===== src/design/qenc_pkg.sv =====
// Package for the quadrature encoder event unit.
// Holds item, result and state types, the step lookup table and sizes.
// No dependencies.
package qenc_pkg;

    localparam int COUNT_BITS = 8;
    localparam int NET_W      = 9;
    localparam int DIFF_W     = (COUNT_BITS + 1 > NET_W) ? COUNT_BITS + 1 : NET_W;
    localparam int CFG_IDX_W  = 1;
    localparam int CFG_DATA_W = 1;

    typedef enum logic [1:0] {
        KIND_SAMPLE = 2'd0,
        KIND_READ   = 2'd1,
        KIND_SEED   = 2'd2
    } kind_t;

    typedef enum logic [CFG_IDX_W-1:0] {
        CFG_DIRECTION_FLIP    = 1'd0,
        CFG_BUTTON_ACTIVE_LOW = 1'd1
    } cfg_index_t;

    typedef enum logic [1:0] {
        STEP_NONE = 2'd0,
        STEP_POS  = 2'd1,
        STEP_NEG  = 2'd2
    } step_t;

    localparam logic [1:0] AB_IDLE = 2'd3;

    localparam step_t STEP_TABLE [16] = '{
        STEP_NONE, STEP_POS,  STEP_NEG,  STEP_NONE,
        STEP_NEG,  STEP_NONE, STEP_NONE, STEP_POS,
        STEP_POS,  STEP_NONE, STEP_NONE, STEP_NEG,
        STEP_NONE, STEP_NEG,  STEP_POS,  STEP_NONE
    };

    typedef struct packed {
        kind_t kind;
        logic  pin_a;
        logic  pin_b;
        logic  pin_button;
    } item_t;

    typedef struct packed {
        logic signed [NET_W-1:0] net_steps;
        logic                    pressed;
    } result_t;

    typedef struct packed {
        logic [1:0]            previous_ab;
        logic [COUNT_BITS-1:0] cw_count;
        logic [COUNT_BITS-1:0] ccw_count;
        logic                  last_button;
        logic                  button_known;
        logic                  press_pending;
    } state_t;

    typedef struct packed {
        logic direction_flip;
        logic button_active_low;
    } cfg_t;

endpackage


===== src/design/qenc_if.sv =====
// Valid/ready channel interfaces for encoder items and results.
// Depends on qenc_pkg.
interface qenc_in_if;
    import qenc_pkg::*;

    logic  valid;
    logic  ready;
    kind_t kind;
    logic  pin_a;
    logic  pin_b;
    logic  pin_button;

    modport source (output valid, kind, pin_a, pin_b, pin_button, input ready);
    modport sink   (input valid, kind, pin_a, pin_b, pin_button, output ready);
endinterface

interface qenc_out_if;
    import qenc_pkg::*;

    logic                    valid;
    logic                    ready;
    logic signed [NET_W-1:0] net_steps;
    logic                    pressed;

    modport source (output valid, net_steps, pressed, input ready);
    modport sink   (input valid, net_steps, pressed, output ready);
endinterface


===== src/design/qenc_decode.sv =====
// Next-state and result logic for one registered encoder item.
// Depends on qenc_pkg.
module qenc_decode (
    input  qenc_pkg::item_t   item,
    input  qenc_pkg::state_t  cur,
    input  qenc_pkg::cfg_t    cfg,
    output qenc_pkg::state_t  nxt,
    output qenc_pkg::result_t result,
    output logic              has_result
);
    import qenc_pkg::*;

    logic [1:0]        ab;
    step_t             step;
    logic              btn;
    logic [DIFF_W-1:0] diff;

    always_comb
    begin
        ab   = {item.pin_a, item.pin_b};
        step = STEP_TABLE[{cur.previous_ab, ab}];
        if (cfg.direction_flip)
        begin
            case (step)
                STEP_POS: step = STEP_NEG;
                STEP_NEG: step = STEP_POS;
                default:  step = STEP_NONE;
            endcase
        end
        btn  = item.pin_button ^ cfg.button_active_low;
        diff = {{(DIFF_W-COUNT_BITS){1'b0}}, cur.cw_count}
             - {{(DIFF_W-COUNT_BITS){1'b0}}, cur.ccw_count};

        result.net_steps = diff[NET_W-1:0];
        result.pressed   = cur.press_pending;
        has_result       = 1'b0;
        nxt              = cur;

        case (item.kind)
            KIND_SAMPLE:
            begin
                if (step == STEP_POS)
                    nxt.cw_count = cur.cw_count + 1'b1;
                if (step == STEP_NEG)
                    nxt.ccw_count = cur.ccw_count + 1'b1;
                nxt.previous_ab  = ab;
                nxt.last_button  = btn;
                nxt.button_known = 1'b1;
                if (cur.button_known && btn && !cur.last_button)
                    nxt.press_pending = 1'b1;
            end
            KIND_READ:
            begin
                has_result        = 1'b1;
                nxt.cw_count      = '0;
                nxt.ccw_count     = '0;
                nxt.press_pending = 1'b0;
            end
            KIND_SEED:
            begin
                nxt.previous_ab = ab;
            end
            default:
            begin
                nxt = cur;
            end
        endcase
    end

endmodule


===== src/design/qenc_out_reg.sv =====
// Result register driving the output channel.
// Depends on qenc_pkg and qenc_out_if.
module qenc_out_reg (
    input  logic              clk,
    input  logic              rst_n,
    input  logic              load,
    input  qenc_pkg::result_t data,
    output logic              free,
    qenc_out_if.source        out_ch
);
    import qenc_pkg::*;

    logic    valid_reg;
    result_t data_reg;

    assign free = !valid_reg || out_ch.ready;

    always_ff @(posedge clk or negedge rst_n)
    begin
        if (!rst_n)
            valid_reg <= 1'b0;
        else if (free)
            valid_reg <= load;
    end

    always_ff @(posedge clk)
    begin
        if (free && load)
            data_reg <= data;
    end

    assign out_ch.valid     = valid_reg;
    assign out_ch.net_steps = data_reg.net_steps;
    assign out_ch.pressed   = data_reg.pressed;

endmodule


===== src/design/quadrature_encoder_events_core.sv =====
// Top level of the quadrature encoder event unit.
// Depends on qenc_pkg, qenc_if, qenc_decode and qenc_out_reg.
//
//   channel  dir  beat                               notes
//   in_ch    in   kind, pin_a, pin_b, pin_button     sample / read / seed
//   out_ch   out  net_steps, pressed                 one beat per read item
//   cfg      in   cfg_we, cfg_index, cfg_wdata        direction_flip, button_active_low
//
// One item per cycle while no read item is stalled; an accepted beat is held in the input register.
// When that beat fires, the state register updates and a read loads the result register, so a read's beat
// is offered on out_ch from the result register.
// A read item waits in the input register only while the output register is full and stalled.
// Reset: previous A/B state idle (3), counts and press flag clear, button_active_low set.
module quadrature_encoder_events_core (
    input  logic                                  clk,
    input  logic                                  rst_n,
    input  logic                                  cfg_we,
    input  logic [qenc_pkg::CFG_IDX_W-1:0]        cfg_index,
    input  logic [qenc_pkg::CFG_DATA_W-1:0]       cfg_wdata,
    qenc_in_if.sink                               in_ch,
    qenc_out_if.source                            out_ch
);
    import qenc_pkg::*;

    cfg_t    cfg_reg;
    logic    s1_valid_reg;
    item_t   s1_item_reg;
    state_t  state_reg;
    state_t  state_next;
    result_t result;
    logic    has_result;
    logic    out_free;
    logic    s1_fire;

    always_ff @(posedge clk or negedge rst_n)
    begin
        if (!rst_n)
        begin
            cfg_reg.direction_flip    <= 1'b0;
            cfg_reg.button_active_low <= 1'b1;
        end
        else if (cfg_we)
        begin
            case (cfg_index)
                CFG_DIRECTION_FLIP:    cfg_reg.direction_flip    <= cfg_wdata[0];
                CFG_BUTTON_ACTIVE_LOW: cfg_reg.button_active_low <= cfg_wdata[0];
                default:               cfg_reg <= cfg_reg;
            endcase
        end
    end

    assign s1_fire     = s1_valid_reg && (s1_item_reg.kind != KIND_READ || out_free);
    assign in_ch.ready = !s1_valid_reg || s1_fire;

    always_ff @(posedge clk or negedge rst_n)
    begin
        if (!rst_n)
            s1_valid_reg <= 1'b0;
        else if (in_ch.ready)
            s1_valid_reg <= in_ch.valid;
    end

    always_ff @(posedge clk)
    begin
        if (in_ch.ready && in_ch.valid)
        begin
            s1_item_reg.kind       <= in_ch.kind;
            s1_item_reg.pin_a      <= in_ch.pin_a;
            s1_item_reg.pin_b      <= in_ch.pin_b;
            s1_item_reg.pin_button <= in_ch.pin_button;
        end
    end

    qenc_decode u_decode (
        .item       (s1_item_reg),
        .cur        (state_reg),
        .cfg        (cfg_reg),
        .nxt        (state_next),
        .result     (result),
        .has_result (has_result)
    );

    always_ff @(posedge clk or negedge rst_n)
    begin
        if (!rst_n)
        begin
            state_reg.previous_ab   <= AB_IDLE;
            state_reg.cw_count      <= '0;
            state_reg.ccw_count     <= '0;
            state_reg.last_button   <= 1'b0;
            state_reg.button_known  <= 1'b0;
            state_reg.press_pending <= 1'b0;
        end
        else if (s1_fire)
        begin
            state_reg <= state_next;
        end
    end

    qenc_out_reg u_out_reg (
        .clk    (clk),
        .rst_n  (rst_n),
        .load   (s1_fire && has_result),
        .data   (result),
        .free   (out_free),
        .out_ch (out_ch)
    );

    assert property (@(posedge clk) disable iff (!rst_n)
        (s1_fire && s1_item_reg.kind == KIND_READ) |=>
            (state_reg.cw_count == '0 && state_reg.ccw_count == '0
             && !state_reg.press_pending))
        else $error("counts or press flag not cleared after read");

    assert property (@(posedge clk) disable iff (!rst_n)
        (s1_fire && s1_item_reg.kind == KIND_SAMPLE) |=>
            !(state_reg.cw_count != $past(state_reg.cw_count)
              && state_reg.ccw_count != $past(state_reg.ccw_count)))
        else $error("both step counts moved on one sample");

    assert property (@(posedge clk) disable iff (!rst_n)
        $rose(state_reg.press_pending) |-> $past(state_reg.button_known))
        else $error("press flagged before button level was primed");

    assert property (@(posedge clk) disable iff (!rst_n)
        $rose(out_ch.valid) |-> $past(s1_fire && s1_item_reg.kind == KIND_READ))
        else $error("result beat without a read item");

endmodule


===== src/flat_wrapper.sv =====
// flat-port wrapper written by rule: the top's interface ports become plain ports
module quadrature_encoder_events_core_flat import qenc_pkg::*;
  (clk, rst_n, cfg_we, cfg_index, cfg_wdata, in_ch_valid, in_ch_kind, in_ch_pin_a, in_ch_pin_b, in_ch_pin_button, in_ch_ready, out_ch_valid, out_ch_net_steps, out_ch_pressed, out_ch_ready);
  qenc_in_if in_ch_i ();
  qenc_out_if out_ch_i ();
  input  logic clk;
  input  logic rst_n;
  input  logic cfg_we;
  input  logic [qenc_pkg::CFG_IDX_W-1:0] cfg_index;
  input  logic [qenc_pkg::CFG_DATA_W-1:0] cfg_wdata;
  input wire logic [$bits(in_ch_i.valid)-1:0] in_ch_valid;
  input wire logic [$bits(in_ch_i.kind)-1:0] in_ch_kind;
  input wire logic [$bits(in_ch_i.pin_a)-1:0] in_ch_pin_a;
  input wire logic [$bits(in_ch_i.pin_b)-1:0] in_ch_pin_b;
  input wire logic [$bits(in_ch_i.pin_button)-1:0] in_ch_pin_button;
  output wire logic [$bits(in_ch_i.ready)-1:0] in_ch_ready;
  output wire logic [$bits(out_ch_i.valid)-1:0] out_ch_valid;
  output wire logic [$bits(out_ch_i.net_steps)-1:0] out_ch_net_steps;
  output wire logic [$bits(out_ch_i.pressed)-1:0] out_ch_pressed;
  input wire logic [$bits(out_ch_i.ready)-1:0] out_ch_ready;
  assign in_ch_i.valid = in_ch_valid;
  assign in_ch_i.kind = in_ch_kind;
  assign in_ch_i.pin_a = in_ch_pin_a;
  assign in_ch_i.pin_b = in_ch_pin_b;
  assign in_ch_i.pin_button = in_ch_pin_button;
  assign in_ch_ready = in_ch_i.ready;
  assign out_ch_valid = out_ch_i.valid;
  assign out_ch_net_steps = out_ch_i.net_steps;
  assign out_ch_pressed = out_ch_i.pressed;
  assign out_ch_i.ready = out_ch_ready;
  quadrature_encoder_events_core u_core (.clk(clk), .rst_n(rst_n), .cfg_we(cfg_we), .cfg_index(cfg_index), .cfg_wdata(cfg_wdata), .in_ch(in_ch_i), .out_ch(out_ch_i));
endmodule

===== config.mk =====
export PLATFORM = sky130hd
export DESIGN_NAME = quadrature_encoder_events_core_flat
export DESIGN_NICKNAME = d
export VERILOG_FILES = /design/src/design/qenc_pkg.sv /design/src/design/qenc_if.sv /design/src/design/qenc_decode.sv /design/src/design/qenc_out_reg.sv /design/src/design/quadrature_encoder_events_core.sv /design/src/flat_wrapper.sv
export SDC_FILE = /design/constraint.sdc
export NUM_CORES = 1
export LEC_CHECK = 0
export BUFFER_PORTS_ARGS = -buffer_cell sky130_fd_sc_hd__buf_2
export CAP_MARGIN = 20
export CELL_PAD_IN_SITES_DETAIL_PLACEMENT = 1
export CELL_PAD_IN_SITES_GLOBAL_PLACEMENT = 1
export CORE_ASPECT_RATIO = 1.75
export CORE_MARGIN = 2
export CORE_UTILIZATION = 50
export DETAILED_ROUTE_END_ITERATION = 12
export PLACE_DENSITY_LB_ADDON = 0.1
export SLEW_MARGIN = 10
export SYNTH_ARGS = -nofsm -noshare
export SYNTH_HDL_FRONTEND = slang
export SYNTH_HIERARCHICAL = 1
export SYNTH_SLANG_ARGS = --single-unit
export TNS_END_PERCENT = 50

===== constraint.sdc =====
create_clock -name clk -period 3.6 [get_ports clk]
set_input_delay 0.18 -clock clk [delete_from_list [all_inputs] [get_ports clk]]
set_output_delay 0.18 -clock clk [all_outputs]
set_load 0.01 [all_outputs]

==> flow_summary.ini <==
[synthesis]
synth-simple-area-share_pct = 29.03
synth_top_family_by_area = simple AND/OR/NAND/NOR gates
yosysTopAreaCell = dfrtp_1
syn_nets = 315
synth_common_cells = nand2_1, dfrtp_1, nand2b_1, o211ai_1
async_flop_share_pct = 62.50
synth_fa_ha_area_share_pct = 5.165
synth_cell_types = 50
synth_area_um2 = 2810
synthFlopType = dfrtp_1
synth-seq-cells = 40
synth-compound-area-share_pct = 13.80
netlist_instances = 292
syn_area_per_cell_um2 = 9.624
synth_area_leaders = dfrtp_1, edfxtp_1, nand4bb_1, o211ai_1, nand2b_1
ys_warn_count = 6
synth-edff-count = 15
synth.mux.area_fraction_pct = 2.404
synth_top_area_share_pct = 19.59
yosysMostFrequentCell = nand2_1
synth_seq_area_share_pct = 38.42
synthXorXnorAreaFrac_pct = 5.610

[detailed_routing]
wire_per_inst_um = 17.76
vias = 2272
drt-total-wl_mm = 6.875
drt_iter0_markers = 57
drc_errors = 0
vias_per_cell = 5.871
antenna_left = 0
dr.pass1.iters = 4

[power_and_ir_drop]
power_per_cell_area_nw_per_um2 = 459.2
totalPowerFinal_mw = 1.416
p_int_mw = 0.9703
power_switching_mw = 0.4459
clkPwrFrac_pct = 27.6
seqPwrFrac_pct = 44.4
swShare_pct = 31.48
p_leak_nw = 1.168
vdd_drop_max_mv = 0.3759
combPwrFrac_pct = 28.0

[placed_design]
post-dp-hpwl_mm = 5.029
routabilityCongestion = 0.7660
portBuffers = 23
dp_slack_ns = 1.244

[run]
drv_cap = 0

[hold_path]
hold_path_class = input pin to register
holdPathStages = 1

[worst_setup_path]
ff2ff_path_depth = 6
cp-end-kind = register
start_kind = register
cp.required_ns = 3.82
cp.arrival_ns = 2.65
worstSetupPathType = register to register
reg2reg_slack_ns = 1.17
crit_fanout = 30

[cts]
cts-root-buf = clkbuf_8
postCtsSetupBuffers = 0
htreeDepth = 2
numCtsBuffers = 5
cts_sinks = 40
clk_pin_slew_ns = 0.08
clockBufferDepth = 2
clock_latency_ns = 0.30
cts_tree = done

[sta]
finalSetupTns_ns = 0
fin_crit_ns = 2.429
finalCritPeriodShare_pct = 67.46
skew_ns = 0.005245
worstMarginPinSlew_ns = 0.9432
setup_ws_ns = 1.171
drv_slew = 0
setup_violations = 0
fmax_mhz = 411.8
final-hold-violation-count = 0
relSlewSlack_pct = 37.12
rsz0062_at_grt = false

[finish]
final_nets = 333
fill_cells = 641
syn_to_final_growth_pct = 9.751
largest_reg_flops = 21
drive_gt1_share_pct = 17.36
num_antenna_cells = 0

[run_status]
status = completed

[floorplanning]
core_um2 = 5495
initial_core_util_pct = 51.14
placementRows = 36
die_h_um = 103.2
die_area_um2 = 6260
io_pins = 24
die_width_um = 60.67

[global_routing]
grt_overflow_total = 0
use_met3_pct = 3.483
grt_max_degree = 31
met2_usage_pct = 46.32
grtUsageTotal_pct = 24.59
grt_first_pass_wirelength_mm = 11.41
grt_pass1_vias = 2374
grtUsageMet1_pct = 26.52
busiest_layer = met2
antenna_found_initial = 0
-- layout by cell type, fill, tap and decap left out, drive strengths merged, types with 5 or more instances in the layout --
cell / count
nand2: 29
buf: 28
nand2b: 23
o211ai: 23
dfrtp: 22
nor2: 21
nand4bb: 21
edfxtp: 15
inv: 15
xnor2: 13
a21oi: 11
nand3: 10
ha: 10
o21ai: 8
clkbuf: 6
mux2: 6
xor2: 5
or3: 5
-- layer usage --
metal  up-vias  share of wire [%]
li1       1087                  -
met1      1145                 39
met2        29                 56
met3        11                2.0
met4         0                2.3
met5         -                  0
-- critical path: stages, from the launching register on --
cell and delay (ns):
edfxtp_1 0.77, nor4_2 0.55, o2111ai_1 0.26, or3_1 0.39
a21oi_1 0.15, nand2_1 0.07, o211ai_1 0.16
-- worst paths after layout --
check | end | from
max | u_core/state_reg[9] | u_core/s1_item_reg[4]
min | u_core/s1_item_reg[4] | in_ch_kind[1]
max reg2reg | u_core/state_reg[9] | u_core/s1_item_reg[4]
min reg2reg | u_core/u_out_reg/out_ch.pressed | u_core/state_reg[0]
max in group asynchronous | u_core/state_reg[17] | rst_n
min in group asynchronous | u_core/u_out_reg/out_ch.valid | rst_n
-- power groups by stage --
stage               clock (mW)  sequential, mW  combinational (mW)
global placement             0           0.636               0.388
finish                   0.391           0.628               0.397
global route             0.417           0.638               0.445
CTS                      0.403           0.628               0.404
detailed placement           0           0.638               0.401
floorplan                    0           0.619               0.309
-- repair_timing --
action,in CTS,in global routing
resized for setup,0,0
hold buffers,1,0
hold endpoints to repair,22,0
-- through the flow --
| step | hold slack [ns] | utilization, % | instance area [um^2] | instances |
|---|---|---|---|---|
| floorplan | -0.1156 | - | 2810 | 292 |
| global placement | 0.2319 | 53.83 | 2958 | 378 |
| detailed placement | 0.2245 | 53.83 | 2958 | 378 |
| CTS | 0.03965 | 56.12 | 3084 | 387 |
| global route | 0.03631 | 56.12 | 3084 | 387 |
| finish | 0.04983 | 56.12 | 3084 | 387 |
-- area by class of cell --
type                       count  area [um^2]  share of cell area (%)
clock buffer                   6        82.58                   2.677
clock inverter                 2        33.78                   1.095
inverter                      15        56.30                   1.826
multi-input combinational    219         1574                   51.03
sequential                    40         1080                   35.01
tap                           76        95.09                   3.083
timing repair buffer          29        162.7                   5.274
-- cells by family after synthesis --
| family | count (synthesis) |
|---|---|
| AOI/OAI and AO/OA | 56 |
| xor gates and xnor gates | 18 |
| adders and majority gates | 11 |
| buffers and inverters | 33 |
| DFF | 40 |
| muxes | 6 |
| and+or+nand+nor | 128 |
(Power assumes the default switching activity.)
